==> src/emtm_pkg.sv <==
`timescale 1ns / 1ps
package emtm_pkg;

  localparam int unsigned FRAC_BITS_DEF = 16;

  // Sine/cosine pipeline depth, input register to result register
  localparam int unsigned SC_LAT = 11;

  // Queue between front and back; also the credit count for the lanes and queue together
  localparam int unsigned QDEPTH = 8;
  localparam int unsigned QAW    = $clog2(QDEPTH);
  localparam int unsigned CNTW   = $clog2(QDEPTH + 1);

  localparam logic [30:0] Q30_ONE    = 31'h4000_0000;
  localparam logic [63:0] DEG_TO_RAD = 64'd18740330;

  // Angle reduction: offset is a multiple of 360 whose quotient by 45 is a multiple of 8
  localparam logic [31:0] RED_OFFSET = 32'd11796480;
  localparam logic [63:0] RED_MUL    = ((64'd1 << 31) + 64'd44) / 64'd45;

  // Reciprocals for the odd parts of the series divisors
  localparam int unsigned DIV_SHIFT = 34;
  localparam logic [32:0] M_3  = 33'(((64'd1 << DIV_SHIFT) + 64'd2) / 64'd3);
  localparam logic [32:0] M_5  = 33'(((64'd1 << DIV_SHIFT) + 64'd4) / 64'd5);
  localparam logic [32:0] M_7  = 33'(((64'd1 << DIV_SHIFT) + 64'd6) / 64'd7);
  localparam logic [32:0] M_15 = 33'(((64'd1 << DIV_SHIFT) + 64'd14) / 64'd15);
  localparam logic [32:0] M_21 = 33'(((64'd1 << DIV_SHIFT) + 64'd20) / 64'd21);

  typedef enum logic [1:0] {
    COL_0 = 2'd0,
    COL_1 = 2'd1,
    COL_2 = 2'd2,
    COL_3 = 2'd3
  } emtm_col_t;

  // One queued item: sines/cosines in Q2.30 plus scale and translation
  typedef struct packed {
    logic signed [31:0] sx;
    logic signed [31:0] cx;
    logic signed [31:0] sy;
    logic signed [31:0] cy;
    logic signed [31:0] sz;
    logic signed [31:0] cz;
    logic signed [31:0] scl_x;
    logic signed [31:0] scl_y;
    logic signed [31:0] scl_z;
    logic signed [31:0] shf_x;
    logic signed [31:0] shf_y;
    logic signed [31:0] shf_z;
  } emtm_entry_t;

  // Exact floor(y / d) for odd d, y below 2^30
  function automatic logic [29:0] div_odd(input logic [29:0] y, input logic [32:0] m);
    logic [63:0] p;
    p = 64'(y) * 64'(m);
    return 30'(p >> DIV_SHIFT);
  endfunction

  // Unsigned Q2.30 product, truncated
  function automatic logic [29:0] mul_u30(input logic [29:0] a, input logic [30:0] b);
    logic [63:0] p;
    p = 64'(a) * 64'(b);
    return 30'(p >> 30);
  endfunction

  // Signed Q2.30 product, rounded half away from zero
  function automatic logic signed [32:0] mul_q30(input logic signed [31:0] a,
                                                 input logic signed [31:0] b);
    logic [31:0] ua;
    logic [31:0] ub;
    logic [63:0] p;
    logic [33:0] r;
    logic signed [32:0] rs;
    ua = a[31] ? 32'(-a) : 32'(a);
    ub = b[31] ? 32'(-b) : 32'(b);
    p  = 64'(ua) * 64'(ub);
    r  = 34'((p + 64'd536870912) >> 30);
    rs = $signed(r[32:0]);
    return (a[31] ^ b[31]) ? -rs : rs;
  endfunction

  // Rotation term times scale, rounded half away from zero, saturated to 32 bits
  function automatic logic [31:0] scale_sat(input logic signed [32:0] r,
                                            input logic signed [31:0] s);
    logic [32:0] ur;
    logic [31:0] us;
    logic [65:0] p;
    logic [35:0] m;
    ur = r[32] ? 33'(-r) : 33'(r);
    us = s[31] ? 32'(-s) : 32'(s);
    p  = 66'(ur) * 66'(us);
    m  = 36'((p + 66'd536870912) >> 30);
    if (r[32] ^ s[31]) begin
      if (m > 36'h0_8000_0000) return 32'h8000_0000;
      else return ~m[31:0] + 32'd1;
    end else begin
      if (m > 36'h0_7FFF_FFFF) return 32'h7FFF_FFFF;
      else return m[31:0];
    end
  endfunction

endpackage

==> src/emtm_queue.sv <==
`timescale 1ns / 1ps
module emtm_queue import emtm_pkg::*; (
  input  logic        clk,
  input  logic        rst,
  input  logic        push,
  input  emtm_entry_t push_data,
  input  logic        pop,
  output emtm_entry_t head,
  output logic        not_empty
);

  emtm_entry_t     mem [QDEPTH];
  logic [QAW-1:0]  wr_ptr;
  logic [QAW-1:0]  rd_ptr;
  logic [CNTW-1:0] count;

  assign head      = mem[rd_ptr];
  assign not_empty = (count != '0);

  // Pointers and fill level; the front's credits keep pushes within depth
  always_ff @(posedge clk) begin
    if (rst) begin
      wr_ptr <= '0;
      rd_ptr <= '0;
      count  <= '0;
    end else begin
      if (push) wr_ptr <= wr_ptr + QAW'(1);
      if (pop) rd_ptr <= rd_ptr + QAW'(1);
      if (push && !pop) count <= count + CNTW'(1);
      else if (!push && pop) count <= count - CNTW'(1);
    end
  end

  always_ff @(posedge clk) begin
    if (push) mem[wr_ptr] <= push_data;
  end

endmodule

==> config.mk <==
export PLATFORM = sky130hd
export DESIGN_NAME = emtm_queue
export DESIGN_NICKNAME = d
export VERILOG_FILES = /design/src/emtm_pkg.sv /design/src/emtm_queue.sv
export SDC_FILE = /design/constraint.sdc
export NUM_CORES = 2
export LEC_CHECK = 0
export BUFFER_PORTS_ARGS = -buffer_cell sky130_fd_sc_hd__clkbuf_2
export CELL_PAD_IN_SITES_DETAIL_PLACEMENT = 0
export CELL_PAD_IN_SITES_GLOBAL_PLACEMENT = 1
export CORE_ASPECT_RATIO = 0.9
export CORE_MARGIN = 2
export CORE_UTILIZATION = 54
export CTS_CLUSTER_SIZE = 8
export DETAILED_ROUTE_END_ITERATION = 10
export PLACE_DENSITY = 0.79
export SETUP_SLACK_MARGIN = 0.02
export SLEW_MARGIN = 20
export SYNTH_ARGS = -nofsm -noshare
export SYNTH_HDL_FRONTEND = slang
export SYNTH_SLANG_ARGS = --single-unit
==> constraint.sdc <==
create_clock -name clk -period 50.9 [get_ports clk]
set_clock_uncertainty 0.15 [all_clocks]
set_input_delay 15.27 -clock clk [delete_from_list [all_inputs] [get_ports clk]]
set_output_delay 15.27 -clock clk [all_outputs]
set_load 0.05 [all_outputs]
# --- After elaboration in Yosys (flattened, before gate mapping) ---
# Memory sizes are Yosys's and may differ from the RTL's. A register that Yosys moved wholly into a read port is not among the register bits.
# Cells that the tools add are included.
word_totals:
  mem_count: 1
  ramBits: 3072
  input_bits: 388
  out_inout_bits: 385
  regBits: 10
  wordCells: 20
mem_list:
  columns: ["name", "depth", "word_bits", "rd", "rd_clocked_by_memory_dff", "write_ports", "line_no", "rtl"]
  rows:
  - ["mem", 8, 384, 1, 1, 1, "emtm_queue.sv:12", "emtm_entry_t mem [QDEPTH];"]
op_classes:
  n_addsub: 4
  muxes: 6
  n_reduce_logical: 6
ops:
  columns: ["op", "n"]
  rows:
  - ["$mux 4", 2]
  - ["$add 3x1->3 const B", 2]
  - ["$mux 3", 2]
  - ["$add 4x1->4 const B", 1]
  - ["$reduce_bool 4->1", 1]
  - ["$sub 4x1->4 const B", 1]
  - ["$logic_and 1x1->1", 2]
  - ["$logic_not 1->1", 2]
  - ["$mux 1", 2]
  - ["$reduce_bool 2->1", 1]

# --- Longest topological paths before layout ---
depth:
  word_depth: 4
  mapped_depth: 8
  mapped_depth_nobuf: 8

# --- Worst setup path before layout ---
# Ideal clock, no wire load.
synth_path:
  path_type: "input -> register"
  startpoint: "input port push"
  endpoint: "memory mem[0][0] (netlist name) (enable)"
  path_slack_ns: 7.988
  setup_time_ns: 1.602
  arrival_time_ns: 41.160
  path_stages: 2
  n_path_buf: 0
  cell_sequence: "nand2b_1 nor3_1"
synth_via:
  elab_chain_cells: 2
synth_rtl:
  columns: ["element", "line_no", "rtl"]
  rows:
  - ["start: declaration", "emtm_queue.sv:5", "input logic push,"]
  - ["$mux 1", "emtm_queue.sv:35", "if (push) mem[wr_ptr] <= push_data;"]
  - ["$mux 1 (implied by the code)", "emtm_queue.sv:35", null]
  - ["end: declaration", "emtm_queue.sv:12", null]
# Every way passes these cells.

==> impl_metrics.ini <==
[finish]
drive_above_1_share = 0.4383
areaGrowthSynthToFinish_pct = 15.84
fillerInstances = 13900
finalNonFillerCells = 8515
final_design_area_no_fill_mm2 = 0.1341
nets = 5974
final_common_cell = edfxtp_1
layout_common_cells = 3072 x edfxtp_1, 772 x clkbuf_2, 768 x mux4_2

[timing]
tightest_slew_ns = 1.400
period_needed_ns = 21.23
finalSetupViolations = 0
fmax_mhz = 47.09
hold_violations = 0
post-route-period-util = 0.4172
tns_ns = 0
slew_viol_final = 0
relSlewSlack = 0.06668
grt_setup_unrepaired = no
setup_ws_ns = 29.67

[die]
initial_core_util = 0.5422
ios = 773
core_area_mm2 = 0.2135
rows = 161
die-width_um = 492.1
die_area_mm2 = 0.2181
die_y_um = 443.3

[placement]
place_area_mm2 = 0.1228
portBuffers = 772
placed_cells = 7994
preCtsSetupSlack_ns = 30.08
dp_hpwl_um = 130100
place_congestion = 0.7419

[route]
wirelength_um = 244300
wl_per_cell_um = 28.69
firstDrtPassIters = 6
drc = 0
ant_nets = 0
dr_total_vias = 51280
routed_via_density = 6.022
drtIter0Drc = 4350

[setup_path]
worst-path-buf-inv = 5
startpoint_type = flop
path_cells = buf_4 -> buf_4 -> buf_6 -> buf_4 -> mux4_2 -> mux2_2 -> clkbuf_2
worstPathMaxFanout = 52
cpPeakStageDelay_ns = 0.79
r2r_setup_slack_ns = 46.12
critPathArrivalTime_ns = 5.81
worstReg2RegStart = wr_ptr[0]
reg2reg_to = mem[7][258]
crit_top_cell = buf_4
slowest_stage = buf_4
crit_type = flop to output port
required_ns = 35.48
reg2reg_depth = 6
critPathCaptureType = output port
cp_top_family = buffers and inverters

[clock_tree]
cts_root_buffer = clkbuf_16
post-cts-setup-buffers = 0
cts_resized = 0
clk_pin_slew_ns = 0.04
cts_buffers = 435
clockBufferDepth = 4
cts_sinks = 3085
ctsHoldBuffers = 0
clk_latency_ns = 0.88
cts_max_level = 5
cts_tree = built

[global_route]
antenna_found_initial = 81
grt_pass1_wl_um = 358100
grt_max_degree = 174
grt_usage = 0.2229
gr-total-overflow = 0
first_global_vias = 53710

[power_and_ir_drop]
cellPowerDensity_mw_per_mm2 = 44.30
peakVddDrop_mv = 0.04024
leakagePower_nw = 42.93

[logic_synthesis]
synth_warnings = 0
yosysSeqAreaShare = 0.7991
syn_nets = 4900
yosysUniqueCellTypes = 25
syn_area_mm2 = 0.1158
synth_cells = 4506
synth_seq_cells = 3085
syn_area_per_cell_um2 = 25.69

[run_status]
status = complete, no violations

[hold_path]
worstHoldPathType = flop to flop
holdPathStages = 2
hold_start = rd_ptr[1]

[run]
drv_cap = 0
[flip-flops by register name (all words and copies together), names as in the netlist, named ones only]
signal	count
count	4
wr_ptr	3
mem	3072
rd_ptr	3
[Yosys cell counts]
cell | number | area (um^2)
nor2b_1 | 1 | 6.260
dfxtp_1 | 13 | 260.3
a31oi_1 | 1 | 6.260
nor2_1 | 19 | 71.32
buf_4 | 1 | 7.510
buf_6 | 58 | 653.1
fa_1 | 1 | 20.02
a211oi_1 | 1 | 7.510
inv_1 | 2 | 7.510
mux2i_1 | 3 | 30.03
xnor2_1 | 3 | 26.28
buf_2 | 36 | 180.2
clkbuf_1 | 81 | 304.0
mux2_2 | 385 | 4335
xor2_1 | 3 | 26.28
nand2_1 | 4 | 15.01
nand3_1 | 1 | 5.000
or4_1 | 1 | 7.510
nand2b_1 | 3 | 18.77
buf_1 | 40 | 150.1
a21oi_1 | 2 | 10.01
mux4_2 | 768 | 17300
edfxtp_1 | 3072 | 92250
ha_1 | 5 | 62.56
nor3_1 | 2 | 10.01
[power by group]
part | internal, mW | total (mW) | switching (mW)
Combinational | 0.208 | 0.615 | 0.407
Sequential | 2.87 | 2.89 | 0.0166
Clock | 1.50 | 2.44 | 0.939
Total | 4.58 | 5.94 | 1.36
[tightest hold or removal path, delay by kind of cell, from the launching register on]
| kind | cells | cell delay [ns] |
|---|---|---|
| flip-flops | 1 | 0.31 |
| multiplexers | 1 | 0.12 |
| AND/OR/NAND/NOR | 1 | 0.06 |
[layout make-up]
class | count | area [um^2] | area share
repair buffers | 853 | 4683 | 0.03492
inverters | 2 | 7.507 | 0.00005598
clock buffers | 471 | 11080 | 0.08265
flip-flops and latches | 3085 | 92520 | 0.6899
diodes | 39 | 97.59 | 0.0007277
well taps | 2852 | 3568 | 0.02661
multi-input cells | 1203 | 22010 | 0.1641
clock inverters | 10 | 136.4 | 0.001017
[routing by layer]
layer | track usage | routed length, um | vias up
li1 | - | - | 21540
met5 | 0 | 492 | -
met2 | 0.3608 | 123400 | 1916
met3 | 0.06666 | 20430 | 510
met4 | 0.08545 | 8323 | 80
met1 | 0.2869 | 91720 | 27230
[cell families (layout without fill, tap and decap cells)]
logic type,after synthesis,in the layout,synth area share
flops,3085,3085,0.7991
mux,1156,1156,0.1871
buf+inv,218,1336,0.01125
simple gates,31,31,0.001156
fa+ha+maj,6,6,0.0007133
xor+xnor,6,6,0.0004540
compound gates,4,4,0.0002054
other cells,0,39,0
[per-stage QoR]
step	util	total power, mW	hold WS (ns)
final	0.6281	5.941	0.3802
after global routing	0.6279	6.120	0.4276
after detailed placement	0.5749	3.553	0.3660
after CTS	0.6274	5.995	0.3821
after floorplan	-	3.426	0.3316
after global placement	0.5749	3.543	0.3583
[worst max-delay path by stage]
| stage | slack (ns) | startpoint | depth (start not counted) | endpoint |
|---|---|---|---|---|
| after CTS | 29.06 | flop | 7 | head[288] |
| after detailed placement | 30.08 | flop | 7 | head[289] |
| after global routing | 29.06 | flop | 7 | head[288] |
| after global placement | 30.11 | flop | 7 | head[289] |
| final | 29.67 | flop | 7 | head[288] |
| after floorplan | 7.99 | push | 2 | mem[0][0] |
(Power assumes the default switching activity.)
